<file path="config.mk">
export PLATFORM = sky130hd
export DESIGN_NAME = tmm_merge_ctrl_flat
export DESIGN_NICKNAME = d
export VERILOG_FILES = /design/src/rtl/tmm_pkg.sv /design/src/rtl/tmm_result_if.sv /design/src/rtl/tmm_merge_ctrl.sv /design/src/flat_wrapper.sv
export SDC_FILE = /design/constraint.sdc
export NUM_CORES = 1
export LEC_CHECK = 0
export BUFFER_PORTS_ARGS = -buffer_cell sky130_fd_sc_hd__buf_2
export CAP_MARGIN = 40
export CELL_PAD_IN_SITES_DETAIL_PLACEMENT = 1
export CELL_PAD_IN_SITES_GLOBAL_PLACEMENT = 1
export CORE_ASPECT_RATIO = 0.6
export CORE_UTILIZATION = 30
export CTS_CLUSTER_SIZE = 10
export DETAILED_ROUTE_END_ITERATION = 7
export HOLD_SLACK_MARGIN = 0.05
export PLACE_DENSITY = 0.55
export SLEW_MARGIN = 20
export SYNTH_ARGS = -nofsm -noshare
export SYNTH_HDL_FRONTEND = slang
export SYNTH_SLANG_ARGS = --single-unit
</file>
<file path="constraint.sdc">
create_clock -name clk -period 10.9 [get_ports clk]
set_input_delay 0.545 -clock clk [delete_from_list [all_inputs] [get_ports clk]]
set_output_delay 0.545 -clock clk [all_outputs]
set_load 0.01 [all_outputs]
</file>
<file path="src/rtl/tmm_pkg.sv">
// ----------------------------------------------------------------------------
// tmm_pkg
// Shared types and constants of the top-k multiway merge.
// ----------------------------------------------------------------------------
`default_nettype none

package tmm_pkg;

    localparam int MAX_LISTS_DEF = 8;
    localparam int MAX_K_DEF     = 64;

    localparam int LIST_IDX_W = 3;
    localparam int POS_W      = 6;
    localparam int SCORE_W    = 32;
    localparam int IDENT_W    = 64;
    localparam int RANK_W     = 6;
    localparam int K_W        = 7;
    localparam int LC_W       = 6;
    localparam int LISTS_W    = 4;

    localparam int CFG_IDX_W  = 2;
    localparam int CFG_DATA_W = 7;

    localparam logic [CFG_IDX_W-1:0] CFG_METRIC_MODE = 2'd0;
    localparam logic [CFG_IDX_W-1:0] CFG_TOPK_COUNT  = 2'd1;
    localparam logic [CFG_IDX_W-1:0] CFG_LIST_COUNT  = 2'd2;

    typedef enum logic [1:0] {
        ST_IDLE,
        ST_SCAN,
        ST_DRAIN,
        ST_PUT
    } tmm_state_t;

    typedef struct packed {
        logic            metric_mode;
        logic [K_W-1:0]  k;
        logic [LC_W-1:0] lc;
    } tmm_merge_cfg_t;

    // True if score a ranks strictly ahead of score b.
    function automatic logic better(input logic metric_mode,
                                    input logic signed [SCORE_W-1:0] a,
                                    input logic signed [SCORE_W-1:0] b);
        logic res;
        if (metric_mode)
        begin
            res = (a > b);
        end
        else
        begin
            res = (a < b);
        end
        return res;
    endfunction

endpackage

`default_nettype wire

</file>
<file path="src/rtl/tmm_result_if.sv">
// ----------------------------------------------------------------------------
// tmm_result_if
// Output channel: one merged result per item.
// ----------------------------------------------------------------------------
`default_nettype none

interface tmm_result_if;
    logic                                   valid;
    logic                                   ready;
    logic [tmm_pkg::RANK_W-1:0]             rank;
    logic signed [tmm_pkg::SCORE_W-1:0]     distance_res;
    logic signed [tmm_pkg::IDENT_W-1:0]     label_res;
    logic                                   last_result;

    modport source (
        output valid, rank, distance_res, label_res, last_result,
        input  ready
    );

    modport sink (
        input  valid, rank, distance_res, label_res, last_result,
        output ready
    );
endinterface

`default_nettype wire

</file>
<file path="src/rtl/tmm_merge_ctrl.sv">
// ----------------------------------------------------------------------------
// tmm_merge_ctrl
// Merge sequencer: scans the list heads through the stores, keeps the best
// candidate, emits it into the output register and advances its head.
// ----------------------------------------------------------------------------
`default_nettype none

module tmm_merge_ctrl #(
    parameter int MAX_LISTS = tmm_pkg::MAX_LISTS_DEF,
    parameter int MAX_K     = tmm_pkg::MAX_K_DEF,
    localparam int LIW      = (MAX_LISTS > 1) ? $clog2(MAX_LISTS) : 1,
    localparam int KPW      = (MAX_K > 1) ? $clog2(MAX_K) : 1,
    localparam int ADDR_W   = LIW + KPW
) (
    input  wire logic                                   clk,
    input  wire logic                                   rst_n,
    input  wire logic                                   start,
    input  wire tmm_pkg::tmm_merge_cfg_t                cfg,
    output logic                                        busy,
    output logic [ADDR_W-1:0]                           rd_addr,
    input  wire logic signed [tmm_pkg::SCORE_W-1:0]     rd_score,
    input  wire logic signed [tmm_pkg::IDENT_W-1:0]     rd_ident,
    tmm_result_if.source                                result
);

    localparam int NHEAD = 1 << LIW;

    tmm_pkg::tmm_state_t                state_reg, state_next;
    tmm_pkg::tmm_merge_cfg_t            cfg_reg, cfg_next;
    logic [LIW-1:0]                     scan_reg, scan_next;
    logic                               cmp_vld_reg, cmp_vld_next;
    logic                               cmp_use_reg, cmp_use_next;
    logic [LIW-1:0]                     cmp_list_reg, cmp_list_next;
    logic                               found_reg, found_next;
    logic [LIW-1:0]                     best_list_reg, best_list_next;
    logic signed [tmm_pkg::SCORE_W-1:0] best_score_reg, best_score_next;
    logic signed [tmm_pkg::IDENT_W-1:0] best_ident_reg, best_ident_next;
    logic [tmm_pkg::K_W-1:0]            emit_reg, emit_next;
    logic [tmm_pkg::K_W-1:0]            head_reg [NHEAD];
    logic [tmm_pkg::K_W-1:0]            head_next [NHEAD];
    logic                               out_vld_reg, out_vld_next;
    logic [tmm_pkg::RANK_W-1:0]         out_rank_reg, out_rank_next;
    logic signed [tmm_pkg::SCORE_W-1:0] out_score_reg, out_score_next;
    logic signed [tmm_pkg::IDENT_W-1:0] out_ident_reg, out_ident_next;
    logic                               out_last_reg, out_last_next;
    logic                               is_last;
    logic                               out_free;

    assign busy    = (state_reg != tmm_pkg::ST_IDLE);
    assign rd_addr = {scan_reg, head_reg[scan_reg][KPW-1:0]};
    assign is_last = ((emit_reg + tmm_pkg::K_W'(1)) == cfg_reg.k);
    assign out_free = !out_vld_reg || result.ready;

    assign result.valid        = out_vld_reg;
    assign result.rank         = out_rank_reg;
    assign result.distance_res = out_score_reg;
    assign result.label_res    = out_ident_reg;
    assign result.last_result  = out_last_reg;

    always_comb
    begin
        state_next      = state_reg;
        cfg_next        = cfg_reg;
        scan_next       = scan_reg;
        cmp_vld_next    = 1'b0;
        cmp_use_next    = 1'b0;
        cmp_list_next   = scan_reg;
        found_next      = found_reg;
        best_list_next  = best_list_reg;
        best_score_next = best_score_reg;
        best_ident_next = best_ident_reg;
        emit_next       = emit_reg;
        head_next       = head_reg;
        out_vld_next    = out_vld_reg && !result.ready;
        out_rank_next   = out_rank_reg;
        out_score_next  = out_score_reg;
        out_ident_next  = out_ident_reg;
        out_last_next   = out_last_reg;

        // Fold the candidate read in the previous cycle into the best so far.
        if (cmp_vld_reg && cmp_use_reg)
        begin
            if (!found_reg || tmm_pkg::better(cfg_reg.metric_mode, rd_score, best_score_reg))
            begin
                found_next      = 1'b1;
                best_list_next  = cmp_list_reg;
                best_score_next = rd_score;
                best_ident_next = rd_ident;
            end
        end

        case (state_reg)
            tmm_pkg::ST_IDLE:
            begin
                if (start)
                begin
                    cfg_next   = cfg;
                    scan_next  = '0;
                    found_next = 1'b0;
                    emit_next  = '0;
                    for (int i = 0; i < NHEAD; i++)
                    begin
                        head_next[i] = '0;
                    end
                    state_next = tmm_pkg::ST_SCAN;
                end
            end
            tmm_pkg::ST_SCAN:
            begin
                cmp_vld_next = 1'b1;
                cmp_use_next = (head_reg[scan_reg] < cfg_reg.k);
                if (tmm_pkg::LC_W'(scan_reg) == (cfg_reg.lc - tmm_pkg::LC_W'(1)))
                begin
                    state_next = tmm_pkg::ST_DRAIN;
                end
                else
                begin
                    scan_next = scan_reg + LIW'(1);
                end
            end
            tmm_pkg::ST_DRAIN:
            begin
                state_next = tmm_pkg::ST_PUT;
            end
            tmm_pkg::ST_PUT:
            begin
                if (!found_reg)
                begin
                    state_next = tmm_pkg::ST_IDLE;
                end
                else if (out_free)
                begin
                    out_vld_next   = 1'b1;
                    out_rank_next  = emit_reg[tmm_pkg::RANK_W-1:0];
                    out_score_next = best_score_reg;
                    out_ident_next = best_ident_reg;
                    out_last_next  = is_last;
                    head_next[best_list_reg] = head_reg[best_list_reg] + tmm_pkg::K_W'(1);
                    emit_next  = emit_reg + tmm_pkg::K_W'(1);
                    scan_next  = '0;
                    found_next = 1'b0;
                    state_next = is_last ? tmm_pkg::ST_IDLE : tmm_pkg::ST_SCAN;
                end
            end
            default:
            begin
                state_next = tmm_pkg::ST_IDLE;
            end
        endcase
    end

    always_ff @(posedge clk or negedge rst_n)
    begin
        if (!rst_n)
        begin
            state_reg   <= tmm_pkg::ST_IDLE;
            cfg_reg     <= '0;
            scan_reg    <= '0;
            cmp_vld_reg <= 1'b0;
            cmp_use_reg <= 1'b0;
            found_reg   <= 1'b0;
            emit_reg    <= '0;
            out_vld_reg <= 1'b0;
            for (int i = 0; i < NHEAD; i++)
            begin
                head_reg[i] <= '0;
            end
        end
        else
        begin
            state_reg   <= state_next;
            cfg_reg     <= cfg_next;
            scan_reg    <= scan_next;
            cmp_vld_reg <= cmp_vld_next;
            cmp_use_reg <= cmp_use_next;
            found_reg   <= found_next;
            emit_reg    <= emit_next;
            out_vld_reg <= out_vld_next;
            head_reg    <= head_next;
        end
    end

    always_ff @(posedge clk)
    begin
        cmp_list_reg   <= cmp_list_next;
        best_list_reg  <= best_list_next;
        best_score_reg <= best_score_next;
        best_ident_reg <= best_ident_next;
        out_rank_reg   <= out_rank_next;
        out_score_reg  <= out_score_next;
        out_ident_reg  <= out_ident_next;
        out_last_reg   <= out_last_next;
    end

endmodule

`default_nettype wire

</file>
<file path="src/flat_wrapper.sv">
// flat-port wrapper written by rule: the top's interface ports become plain ports
module tmm_merge_ctrl_flat 
#(
    parameter int MAX_LISTS = tmm_pkg::MAX_LISTS_DEF,
    parameter int MAX_K     = tmm_pkg::MAX_K_DEF,
    localparam int LIW      = (MAX_LISTS > 1) ? $clog2(MAX_LISTS) : 1,
    localparam int KPW      = (MAX_K > 1) ? $clog2(MAX_K) : 1,
    localparam int ADDR_W   = LIW + KPW
)
  (clk, rst_n, start, cfg, busy, rd_addr, rd_score, rd_ident, result_valid, result_rank, result_distance_res, result_label_res, result_last_result, result_ready);
  tmm_result_if result_i ();
  input  wire logic clk;
  input  wire logic rst_n;
  input  wire logic start;
  input  wire tmm_pkg::tmm_merge_cfg_t cfg;
  output logic busy;
  output logic [ADDR_W-1:0] rd_addr;
  input  wire logic signed [tmm_pkg::SCORE_W-1:0] rd_score;
  input  wire logic signed [tmm_pkg::IDENT_W-1:0] rd_ident;
  output wire logic [$bits(result_i.valid)-1:0] result_valid;
  output wire logic [$bits(result_i.rank)-1:0] result_rank;
  output wire logic [$bits(result_i.distance_res)-1:0] result_distance_res;
  output wire logic [$bits(result_i.label_res)-1:0] result_label_res;
  output wire logic [$bits(result_i.last_result)-1:0] result_last_result;
  input wire logic [$bits(result_i.ready)-1:0] result_ready;
  assign result_valid = result_i.valid;
  assign result_rank = result_i.rank;
  assign result_distance_res = result_i.distance_res;
  assign result_label_res = result_i.label_res;
  assign result_last_result = result_i.last_result;
  assign result_i.ready = result_ready;
  tmm_merge_ctrl #(.MAX_LISTS(MAX_LISTS), .MAX_K(MAX_K)) u_core (.clk(clk), .rst_n(rst_n), .start(start), .cfg(cfg), .busy(busy), .rd_addr(rd_addr), .rd_score(rd_score), .rd_ident(rd_ident), .result(result_i));
endmodule
</file>
==> qor.yml, run 1 <==
final_layout:
  antenna_cells: 0
  final_common_cell: "buf_2"
  drive_gt1_share_pct: 28.5
  final_cell_area_um2: 15500
  fin_nets: 1321
  multi_input_area_um2: 3870
  fillers: 4407
  layout_common_cells: "226 x buf_2, 202 x edfxtp_1, 95 x nand2_1, 86 x dfrtp_1, 58 x inv_1"
  syn_to_final_growth_pct: 23.6
  seq_area_um2: 8280
clocking:
  cts_hold_buffers: 1
  cts.clk_slew.worst_paths_ns: 0.06
  clkSinkCount: 291
  max-clock-path-buffers: 3
  clockRootBuffer: "clkbuf_16"
  h-tree-depth: 2
  post_cts_buffers: 0
  cts_tree: "yes"
  clk-insertion-delay-late_ns: 0.52
  post_cts_resize_count: 0
  cts_buffers: 35
yosys:
  syn_inst: 923
  synthFlopType: "edfxtp_1"
  yosys.cell_types.count: 67
  synth_edf_count: 202
  yosys_warnings: 0
  syn_area_per_cell_um2: 13.6
  synth_area_um2: 12500
  synth-seq-cells: 291
  synth_seq_area_share_pct: 66.1
  synthArstFlopShare_pct: 29.6
  syn_nets: 1082
die:
  dieArea_um2: 42600
  io-pin-count: 228
  die_x_um: 266
  die_h_um: 160
  start_util_pct: 30.7
  rows: 57
  fp.coreArea_um2: 40800
critical_path:
  arrival_ns: 4.02
  worstPathMaxFanout: 54
  slowest_delay_ns: 0.60
  crit_path_frequent_cell: "buf_16"
  critPathSlowestCell: "nor4_1"
  criticalPathCategory: "reg2reg"
  cp.required_ns: 11.08
  end_kind: "flop"
  cp_cell_sequence: "inv_1 -> ha_1 -> nand4_1 -> nor4_1 -> a21oi_1 -> nand2b_1 -> o2111ai_1 -> a31oi_4 -> buf_16 -> buf_4 -> buf_16"
  critPathLaunchType: "flop"
timing:
  final.min_clock_period_ns: 3.84
  report.final.slew_viol_count: 0
  rsz0062_at_grt: "false"
  final-setup-viol-count: 0
  setup_slack_ns: 7.06
  hold_violations: 0
  finalClockSkew_ns: 0.0206
  max-slew-margin-rel_pct: 43.8
  tightest_slew_ns: 0.843
  fmax_mhz: 260
  post-route-period-util_pct: 35.2
  tns_ns: 0
power:
  combPwrFrac_pct: 3.6
  peakVddDrop_uv: 84.4
  sw_frac_of_total_pct: 21.6
  seq_power_share_pct: 51.0
  clockPowerShare_pct: 45.4
  leakagePower_nw: 6.22
  power.switching_w: 0.000511
  p_int_w: 0.00185
  powerDensity_nw_per_um2: 153
route:
  detail_route.wl_per_cell_um: 21.8
  vias: 8647
  routed_via_density: 4.95
  route.detailed.drc: 0
  dr.pass1.iters: 5
  dr.first_iter.drc_count: 772
  ant_nets: 0
  wirelength_um: 38100
grt:
  grt.overflow.total: 0
  grt_pass1_wl_um: 57500
  grt_max_degree: 70
  antenna_found_initial: 0
  grt_pass1_vias: 8590
  grt_usage_pct: 17.9
status:
  status: "finished, final reports clean"
placement:
  postPlaceCellArea_um2: 14400
  port_buffers: 227
  gp_congestion: 0.791
  pre_cts_slack_ns: 6.78
  dpl.hpwl_um: 27500
run:
  cap_violations: 0
min_path:
  hp-class: "in2reg"
[worst paths after layout]
kind                                                  endpoint  cells past startpoint  slack, ns                                start
max                        u_core.best_ident_reg[44]$_DFFE_PP_                     11       7.06  u_core.best_score_reg[22]$_DFFE_PP_
min                        u_core.best_ident_reg[51]$_DFFE_PP_                      1       0.21                         rd_ident[51]
max reg2reg                u_core.best_ident_reg[44]$_DFFE_PP_                     11       7.06  u_core.best_score_reg[22]$_DFFE_PP_
min reg2reg                  u_core.best_list_reg[2]$_DFFE_PP_                      0       0.40       u_core.cmp_list_reg[2]$_DFF_P_
max in group asynchronous       u_core.emit_reg[5]$_DFFE_PN0P_                      4       9.44                                rst_n
min in group asynchronous       u_core.head_reg[1]$_DFFE_PN0P_                      2       0.46                                rst_n
[critical path, delay by kind of cell, from the launching register on]
family | cells | cell delay (ns)
compound gates | 3 | 0.97
flops | 1 | 0.36
buf+inv | 4 | 0.91
fa+ha+maj | 1 | 0.29
simple gates | 3 | 0.90
[final cells by class]
| cell class | instances | share of cell area (%) |
|---|---|---|
| multi-input cells | 527 | 25.0 |
| well taps | 560 | 4.52 |
| clock inverters | 3 | 0.218 |
| repair buffers | 247 | 8.98 |
| inverters | 60 | 1.45 |
| flip-flops and latches | 291 | 53.4 |
| clock buffers | 60 | 6.40 |
[cells in the mapped netlist (3+ instances only)]
cell type	instances	area, um^2
a211oi_1	3	22.5
a21o_1	5	37.5
a21oi_1	30	150
a221o_1	11	110
a22o_1	19	166
a22oi_1	4	30.0
a31oi_1	4	25.0
and3_1	19	119
and3b_1	3	26.3
buf_1	5	18.8
buf_2	8	40.0
clkbuf_1	30	113
dfrtp_1	86	2150
dfxtp_1	3	60.1
edfxtp_1	202	6070
ha_1	45	563
inv_1	58	218
mux2_1	4	45.0
mux2_2	18	203
mux2i_1	10	100
mux4_2	19	428
nand2_1	95	357
nand2b_1	7	43.8
nand3_1	53	265
nand4_1	12	75.1
nor2_1	18	67.6
nor2b_1	5	31.3
nor3_1	17	85.1
nor4_1	5	31.3
o211ai_1	5	37.5
o21ai_0	39	195
o21ai_1	9	45.0
o221ai_1	4	35.0
o22ai_1	3	18.8
o311ai_1	8	70.1
or2_2	3	18.8
or3_1	6	37.5
xnor2_1	10	87.6
xor2_1	4	35.0
[per-stage QoR]
step | util (%) | hold slack [ns] | power, W | cells
3_5_place_dp | 35.4 | 0.398 | 0.00131 | 1683
5_1_grt | 38.0 | 0.179 | 0.00245 | 1748
4_1_cts | 37.9 | 0.173 | 0.00240 | 1747
6_report | 38.0 | 0.206 | 0.00236 | 1748
3_3_place_gp | 35.1 | 0.393 | 0.00131 | 1677
2_1_floorplan | - | 0.249 | 0.00126 | 923
[power groups by stage]
stage | registers [W] | logic (W) | clock network (W)
after detailed placement | 0.00123 | 0.0000864 | 0
after CTS | 0.00120 | 0.0000873 | 0.00111
after global placement | 0.00123 | 0.0000798 | 0
after floorplan | 0.00123 | 0.0000357 | 0
after global routing | 0.00121 | 0.0000969 | 0.00115
final | 0.00120 | 0.0000857 | 0.00107
[metal layers]
| layer | share of wire, % | global-route usage [%] |
|---|---|---|
| met1 | 49 | 27.5 |
| met2 | 44 | 26.7 |
| met3 | 5.0 | 3.17 |
| met4 | 1.2 | 3.00 |
| met5 | 0 | 0 |
[cells by family after synthesis]
logic type | after synthesis | synth area share (%)
multiplexers | 51 | 6.19
flip-flops | 291 | 66.1
AO/OA/AOI/OAI | 162 | 8.86
buffers and inverters | 105 | 3.31
AND/OR/NAND/NOR | 254 | 9.98
adder cells (fa/ha/maj) | 45 | 4.49
XOR/XNOR | 15 | 1.11
Power figures use the tool's default switching activity.
==> run 2: changes to the inputs <==
Settings changed: PLACE_DENSITY 0.55 to 0.57.
Clock period 10.9 ns to 3.3 ns, I/O delays scaled along.
==> qor.yml, run 2 (synthesis gave the netlist of run 1 again) <==
final_layout:
  fin_nets: 1443  # was 1,321
  final_common_cell: "buf_2"  # unchanged
  fin_util_pct: 41.0  # was 38.0%
  layout_common_cells: "226 x buf_2, 202 x edfxtp_1, 112 x dlygate4sd3_1, 95 x nand2_1, 86 x dfrtp_1"  # was 226 x buf_2, 202 x edfxtp_1, 95 x nand2_1, 86 x dfrtp_1, 58 x inv_1
  syn_to_final_growth_pct: 33.4  # was 23.6%
  fillers: 4412  # was 4,407
  drive_gt1_share_pct: 27.4  # was 28.5%
  antenna_cells: 0  # unchanged
  final_cell_area_um2: 16700  # was 15,500 um^2
timing:
  final-setup-viol-count: 0  # unchanged
  rsz0062_at_grt: "false"  # unchanged
  holdWs_ns: 0.181  # was 0.206 ns
  final.min_clock_period_ns: 2.82  # was 3.84 ns
  fmax_mhz: 354  # was 260 MHz
  max-slew-margin-rel_pct: 45.4  # was 43.8%
  post-route-period-util_pct: 85.6  # was 35.2%
  report.final.slew_viol_count: 0  # unchanged
  tns_ns: 0  # unchanged
  tightest_slew_ns: 0.814  # was 0.843 ns
  finalClockSkew_ns: 0.0159  # was 0.0206 ns
  hold_violations: 0  # unchanged
  setup_slack_ns: 0.476  # was 7.06 ns
critical_path:
  r2r-start: "u_core.best_score_reg[14]$_DFFE_PP_"  # was u_core.best_score_reg[22]$_DFFE_PP_
  r2r_cells: 9  # was 11
  arrival_ns: 3.00  # was 4.02 ns
  cp.required_ns: 3.47  # was 11.08 ns
  r2r_slack_ns: 0.48  # was 7.06 ns
  worstPathMaxFanout: 52  # was 54
  end_kind: "flop"  # unchanged
  critPathLaunchType: "flop"  # unchanged
  criticalPathCategory: "reg2reg"  # unchanged
  r2r-end: "u_core.best_ident_reg[14]$_DFFE_PP_"  # was u_core.best_ident_reg[44]$_DFFE_PP_
die:
  die_h_um: 160  # unchanged
  io-pin-count: 228  # unchanged
  start_util_pct: 30.7  # unchanged
  dieArea_um2: 42600  # unchanged
  rows: 57  # unchanged
  fp.coreArea_um2: 40800  # unchanged
  die_x_um: 266  # unchanged
clocking:
  cts.clk_slew.worst_paths_ns: 0.06  # about the same
  cts_buffers: 35  # unchanged
  post_cts_buffers: 0  # unchanged
  cts_tree: "yes"  # unchanged
  h-tree-depth: 2  # unchanged
  clockRootBuffer: "clkbuf_16"  # unchanged
  max-clock-path-buffers: 3  # unchanged
  clkSinkCount: 291  # unchanged
  clk-insertion-delay-late_ns: 0.52  # about the same
placement:
  dpl.hpwl_um: 27300  # was 27,500 um
  port_buffers: 227  # unchanged
  pre_cts_slack_ns: 0.429  # was 6.78 ns
  postPlaceCellArea_um2: 14600  # was 14,400 um^2
  gp_congestion: 0.827  # was 0.791
grt:
  grt_pass1_wl_um: 59300  # was 57,500 um
  antenna_found_initial: 1  # was 0
  grt_usage_pct: 18.3  # was 17.9%
  grt_pass1_vias: 9285  # was 8,590
  grt.overflow.total: 0  # unchanged
  grt_max_degree: 67  # was 70
min_path:
  hp-start: "start"  # was rd_ident[51]
  hold_end: "u_core.found_reg$_DFF_PN0_"  # was u_core.best_ident_reg[51]$_DFFE_PP_
  hp-class: "in2reg"  # unchanged
  min_path_cells: 4  # was 1
route:
  dr.first_iter.drc_count: 585  # was 772
  route.detailed.drc: 0  # unchanged
  wirelength_um: 38800  # was 38,100 um
  ant_nets: 0  # unchanged
  detail_route.wl_per_cell_um: 20.8  # was 21.8 um
  dr.pass1.iters: 5  # unchanged
  routed_via_density: 4.86  # was 4.95
  vias: 9096  # was 8,647
power:
  peakVddDrop_uv: 330  # was 84.4 uV
  powerDensity_nw_per_um2: 473  # was 153 nW/um^2
  leakagePower_nw: 6.74  # was 6.22 nW
run:
  cap_violations: 0  # unchanged
status:
  status: "finished, final reports clean"  # unchanged
-- run 2: changes by cell type in the layout (fill, tap and decap cells not counted), sizes merged --
| cell | delta |
|---|---|
| buf | +11 |
| clkinv | +1 |
| dlygate4sd3 | +111 |
| inv | -1 |
-- run 2: worst max path at each step --
stage                                                   start                             endpoint  slack, ns  cells past startpoint
final                     u_core.best_score_reg[14]$_DFFE_PP_  u_core.best_ident_reg[14]$_DFFE_PP_       0.48                      9
after global routing      u_core.best_score_reg[13]$_DFFE_PP_  u_core.best_ident_reg[14]$_DFFE_PP_       0.19                      9
after CTS                 u_core.best_score_reg[13]$_DFFE_PP_  u_core.best_ident_reg[14]$_DFFE_PP_       0.41                      9
after detailed placement  u_core.best_score_reg[14]$_DFFE_PP_  u_core.best_ident_reg[60]$_DFFE_PP_       0.43                      9
after global placement    u_core.best_score_reg[13]$_DFFE_PP_  u_core.best_ident_reg[60]$_DFFE_PP_       0.52                      9
after floorplan           u_core.best_score_reg[14]$_DFFE_PP_   u_core.best_ident_reg[0]$_DFFE_PP_      -0.33                      8
-- run 2: layout make-up --
| cell class | instances | area [um^2] | area share (%) |
|---|---|---|---|
| Tap cell | 560 | 701 | 4.19 |
| Sequential cell | 291 | 8280 | 49.5 |
| Inverter | 60 | 225 | 1.35 |
| Timing Repair Buffer | 369 | 2560 | 15.3 |
| Multi-Input combinational cell | 527 | 3930 | 23.5 |
| Clock buffer | 60 | 980 | 5.86 |
| Clock inverter | 3 | 37.5 | 0.225 |
-- run 2: timing repair --
action	in CTS	in global routing
hold buffers	112	0
hold endpoints to repair	143	0
gates resized for setup	0	0
-- run 2: power by group --
group          internal (W)  switching, W  total (W)
clock               0.00202       0.00150    0.00352
sequential          0.00396     0.0000234    0.00398
combinational      0.000204      0.000199   0.000403
total               0.00618       0.00172    0.00791
-- run 2: metal layers --
layer | share of wire [%] | vias up | global-route usage, % | wire (um)
met2 | 45 | 205 | 27.9 | 17700
li1 | - | 4205 | - | -
met3 | 4.8 | 47 | 3.30 | 1870
met5 | 0.031 | - | 0 | 12
met4 | 1.6 | 2 | 4.02 | 632
met1 | 48 | 4637 | 27.1 | 18700
-- run 2: worst max-delay path, cell delays in order, from the launching register on --
cell	delay, ns
edfxtp_1	0.37
inv_2	0.06
ha_4	0.27
nand4_1	0.16
nor4_2	0.47
o21ai_1	0.17
a31oi_1	0.22
o211ai_1	0.15
a31oi_4	0.23
buf_12	0.31
-- run 2: through the flow --
| step | instances | total power [W] |
|---|---|---|
| 2_1_floorplan | 923 | 0.00417 |
| 3_3_place_gp | 1693 | 0.00434 |
| 3_5_place_dp | 1695 | 0.00435 |
| 4_1_cts | 1870 | 0.00803 |
| 5_1_grt | 1870 | 0.00821 |
| 6_report | 1870 | 0.00791 |
==> run 3: changes to the inputs <==
Settings changed: ABC_AREA set to 1, PLACE_DENSITY 0.57 to 0.58.
==> qor.yml, run 3 <==
critical_path:
  crit_buf_inv: 4  # was 2
  cp.required_ns: 3.13  # was 3.47 ns
  slowest_delay_ns: 0.48  # was 0.47 ns
  critPathLaunchType: "flop"  # unchanged
  cp_top_family: "buffers and inverters"  # was compound AO/OA/AOI/OAI gates
  arrival_ns: 2.55  # was 3.00 ns
  worstPathMaxFanout: 14  # was 52
  criticalPathCategory: "reg2out"  # was reg2reg
  cp_cell_sequence: "clkinv_1 -> buf_4 -> a21oi_1 -> o21ai_0 -> nand2_1 -> nor2_1 -> a31oi_1 -> buf_4 -> buf_2"  # was inv_2 -> ha_4 -> nand4_1 -> nor4_2 -> o21ai_1 -> a31oi_1 -> o211ai_1 -> a31oi_4 -> buf_12
  end_kind: "primary output"  # was flop
  crit_path_frequent_cell: "buf_4"
  critPathSlowestCell: "clkinv_1"  # was nor4_2
die:
  die_x_um: 259  # was 266 um
  start_util_pct: 30.9  # was 30.7%
  rows: 55  # was 57
  fp.coreArea_um2: 38300  # was 40,800 um^2
  io-pin-count: 228  # unchanged
  die_h_um: 156  # was 160 um
  dieArea_um2: 40400  # was 42,600 um^2
power:
  p_int_w: 0.00732  # was 0.00618 W
  seq_power_share_pct: 41.9  # was 50.3%
  leakagePower_nw: 6.91  # was 6.74 nW
  clockPowerShare_pct: 32.6  # was 44.6%
  power.switching_w: 0.00360  # was 0.00172 W
  peakVddDrop_uv: 334  # was 330 uV
  combPwrFrac_pct: 25.4  # was 5.1%
  sw_frac_of_total_pct: 33.0  # was 21.8%
  powerDensity_nw_per_um2: 681  # was 473 nW/um^2
  power_w: 0.0109  # was 0.00791 W
route:
  wl_met3_um: 2360  # was 1870 um
  route.met2.wl_um: 16300  # was 17,700 um
  route.detailed.drc: 0  # unchanged
  detail_route.wl_per_cell_um: 19.7  # was 20.8 um
  wirelength_um: 37900  # was 38,800 um
  vias: 8890  # was 9,096
  dr.pass1.iters: 4  # was 5
  highest_layer: "met5"  # unchanged
  routed_via_density: 4.63  # was 4.86
  wirelength_met1_um: 18600  # was 18,700 um
  ant_nets: 0  # unchanged
  dr.first_iter.drc_count: 565  # was 585
clocking:
  clkSinkCount: 291  # unchanged
  clockRootBuffer: "clkbuf_16"  # unchanged
  max-clock-path-buffers: 3  # unchanged
  clk-insertion-delay-late_ns: 0.52  # about the same
  cts_tree: "yes"  # unchanged
  cts_buffers: 35  # unchanged
  h-tree-depth: 2  # unchanged
  cts.clk_slew.worst_paths_ns: 0.06  # about the same
  post_cts_buffers: 0  # unchanged
  post_cts_resize_count: 0  # unchanged
yosys:
  syn_area_per_cell_um2: 12.0  # was 13.6 um^2
  synth-seq-cells: 291  # unchanged
  yosysTopAreaCell: "edfxtp_1"  # unchanged
  syn_nets: 1149  # was 1,082
  yosys.cell_types.count: 40  # was 67
  synth_edf_count: 202  # unchanged
  yosys-top-cells-area: "edfxtp_1 51%, dfrtp_1 18%, nand2_1 5.4%, ha_1 4.7%, inv_1 4.5%"  # was edfxtp_1 48%, dfrtp_1 17%, ha_1 4.5%, mux4_2 3.4%, nand2_1 2.8%
  synthArstFlopShare_pct: 29.6  # unchanged
  synth_most_common_cell: "edfxtp_1"  # unchanged
  yosys_warnings: 0  # unchanged
  netlist_top_cells_count: "202 x edfxtp_1, 172 x nand2_1, 142 x inv_1"  # was 202 x edfxtp_1, 95 x nand2_1, 86 x dfrtp_1
  synth_area_um2: 11900  # was 12,500 um^2
  yosys.area.top_type_share_pct: 51.1  # was 48.4%
  synthFlopType: "edfxtp_1"  # unchanged
  syn_inst: 990  # was 923
  synth_seq_area_share_pct: 69.8  # was 66.1%
placement:
  pre_cts_slack_ns: 0.614  # was 0.429 ns
  dpl.hpwl_um: 27200  # was 27,300 um
  gp_congestion: 0.892  # was 0.827
  dp_cells: 1746  # was 1,695
  port_buffers: 227  # unchanged
timing:
  hold_violations: 0  # unchanged
  setup_slack_ns: 0.581  # was 0.476 ns
  final-setup-viol-count: 0  # unchanged
  finalClockSkew_ns: 0.0134  # was 0.0159 ns
  max-slew-margin-rel_pct: 48.4  # was 45.4%
  tightest_slew_ns: 0.773  # was 0.814 ns
  final.min_clock_period_ns: 2.72  # was 2.82 ns
  report.final.slew_viol_count: 0  # unchanged
  rsz0062_at_grt: "false"  # unchanged
  fmax_mhz: 368  # was 354 MHz
  post-route-period-util_pct: 82.4  # was 85.6%
run:
  cap_violations: 0  # unchanged
final_layout:
  seq_area_um2: 8280  # unchanged
  final_cells: 1920  # was 1,870
  drive_gt1_share_pct: 22.8  # was 27.4%
  fin_util_pct: 41.9  # was 41.0%
  antenna_cells: 0  # unchanged
  fin_nets: 1541  # was 1,443
  multi_input_area_um2: 2990  # was 3930 um^2
  final_common_cell: "buf_2"  # unchanged
  syn_to_final_growth_pct: 35.2  # was 33.4%
  layout_common_cells: "226 x buf_2, 202 x edfxtp_1, 171 x nand2_1, 140 x inv_1, 112 x dlygate4sd3_1"  # was 226 x buf_2, 202 x edfxtp_1, 112 x dlygate4sd3_1, 95 x nand2_1, 86 x dfrtp_1
  fillers: 4211  # was 4,412
min_path:
  hp-class: "in2async"  # was in2reg
grt:
  grt_pass1_vias: 9314  # was 9,285
  grt_pass1_wl_um: 57900  # was 59,300 um
  grt.overflow.total: 0  # unchanged
  grt_usage_pct: 19.1  # was 18.3%
  grt_max_degree: 80  # was 67
  antenna_found_initial: 1  # unchanged
status:
  status: "finished, final reports clean"  # unchanged
[run 3: cell count changes after synthesis, moves of 16 or more]
| cell | previous run | this run |
|---|---|---|
| inv_1 | 58 | 142 |
| o22ai_1 | 3 | 38 |
| nor2_1 | 18 | 52 |
| a21oi_1 | 30 | 66 |
| mux4_2 | 19 | 0 |
| mux2_2 | 18 | 2 |
| a22o_1 | 19 | 1 |
| clkbuf_1 | 30 | 11 |
| nand2_1 | 95 | 172 |
| o21ai_0 | 39 | 58 |
| and3_1 | 19 | 0 |
[run 3: worst reg2reg max path, stage by stage (launching register included)]
cell	delay, ns
edfxtp_1	0.39
inv_1	0.07
ha_1	0.24
a21oi_1	0.16
o21a_1	0.16
nand2_1	0.06
a21oi_1	0.26
nand2_1	0.13
nand2_1	0.08
nand3_1	0.06
nand3_1	0.08
nand2_1	0.08
clkinvlp_4	0.10
buf_12	0.34
[run 3: area by class of cell]
| cell class | count | area share (%) |
|---|---|---|
| Clock buffer | 59 | 6.22 |
| Timing Repair Buffer | 371 | 15.9 |
| Multi-Input combinational cell | 536 | 18.6 |
| Tap cell | 513 | 4.00 |
| Clock inverter | 3 | 0.203 |
| Sequential cell | 291 | 51.6 |
| Inverter | 147 | 3.46 |
[run 3: per-stage QoR]
step | hold WS (ns) | TNS, ns | instance area (um^2)
finish | 0.134 | 0 | 16000
global route | 0.176 | 0 | 16000
CTS | 0.136 | 0 | 16000
detailed placement | 0.142 | 0 | 13900
global placement | 0.146 | 0 | 13900
floorplan | -0.131 | -39.07 | 11900
[run 3: final timing paths]
path	start	endpoint	slack (ns)	cells past startpoint
worst min-delay path	rst_n	u_core.cfg_reg[10]$_DFFE_PN0P_	0.13	2
min in group clk	start	u_core.cmp_list_next[0]$_DFFE_PN0P_	0.26	5
max in group asynchronous	rst_n	u_core.head_reg[19]$_DFFE_PN0P_	2.37	3
worst min register to register	u_core.cmp_list_reg[0]$_DFF_P_	u_core.best_list_reg[0]$_DFFE_PP_	0.40	0
worst max-delay path	u_core.cmp_list_next[1]$_DFFE_PN0P_	rd_addr[3]	0.58	9
worst max register to register	u_core.best_score_reg[23]$_DFFE_PP_	u_core.best_ident_reg[0]$_DFFE_PP_	0.61	13
[run 3: cells by family after synthesis]
group / synth area share [%]
and+or+nand+nor: 10.3
DFF: 69.8
muxes: 0.190
buffers and inverters: 5.26
xor gates and xnor gates: 1.24
AOI/OAI and AO/OA: 8.50
adders and majority gates: 4.75
[run 3: repair_timing]
| action | 4_1_cts | 5_1_grt |
|---|---|---|
| hold endpoints to repair | 139 | 0 |
| hold buffers | 112 | 0 |
| endpoints found under the setup margin | 0 | 0 |
[run 3: metal layers]
metal	track usage [%]	up-vias
met5	0	-
met4	4.09	2
met3	4.29	49
met2	28.3	234
met1	28.2	4406
li1	-	4199
[run 3: power groups by stage]
stage | Combinational (W) | Clock, W | Sequential, W
after floorplan | 0.00146 | 0 | 0.00464
after global placement | 0.00260 | 0 | 0.00463
after detailed placement | 0.00264 | 0 | 0.00465
after CTS | 0.00276 | 0.00365 | 0.00458
after global routing | 0.00304 | 0.00381 | 0.00462
final | 0.00278 | 0.00357 | 0.00458
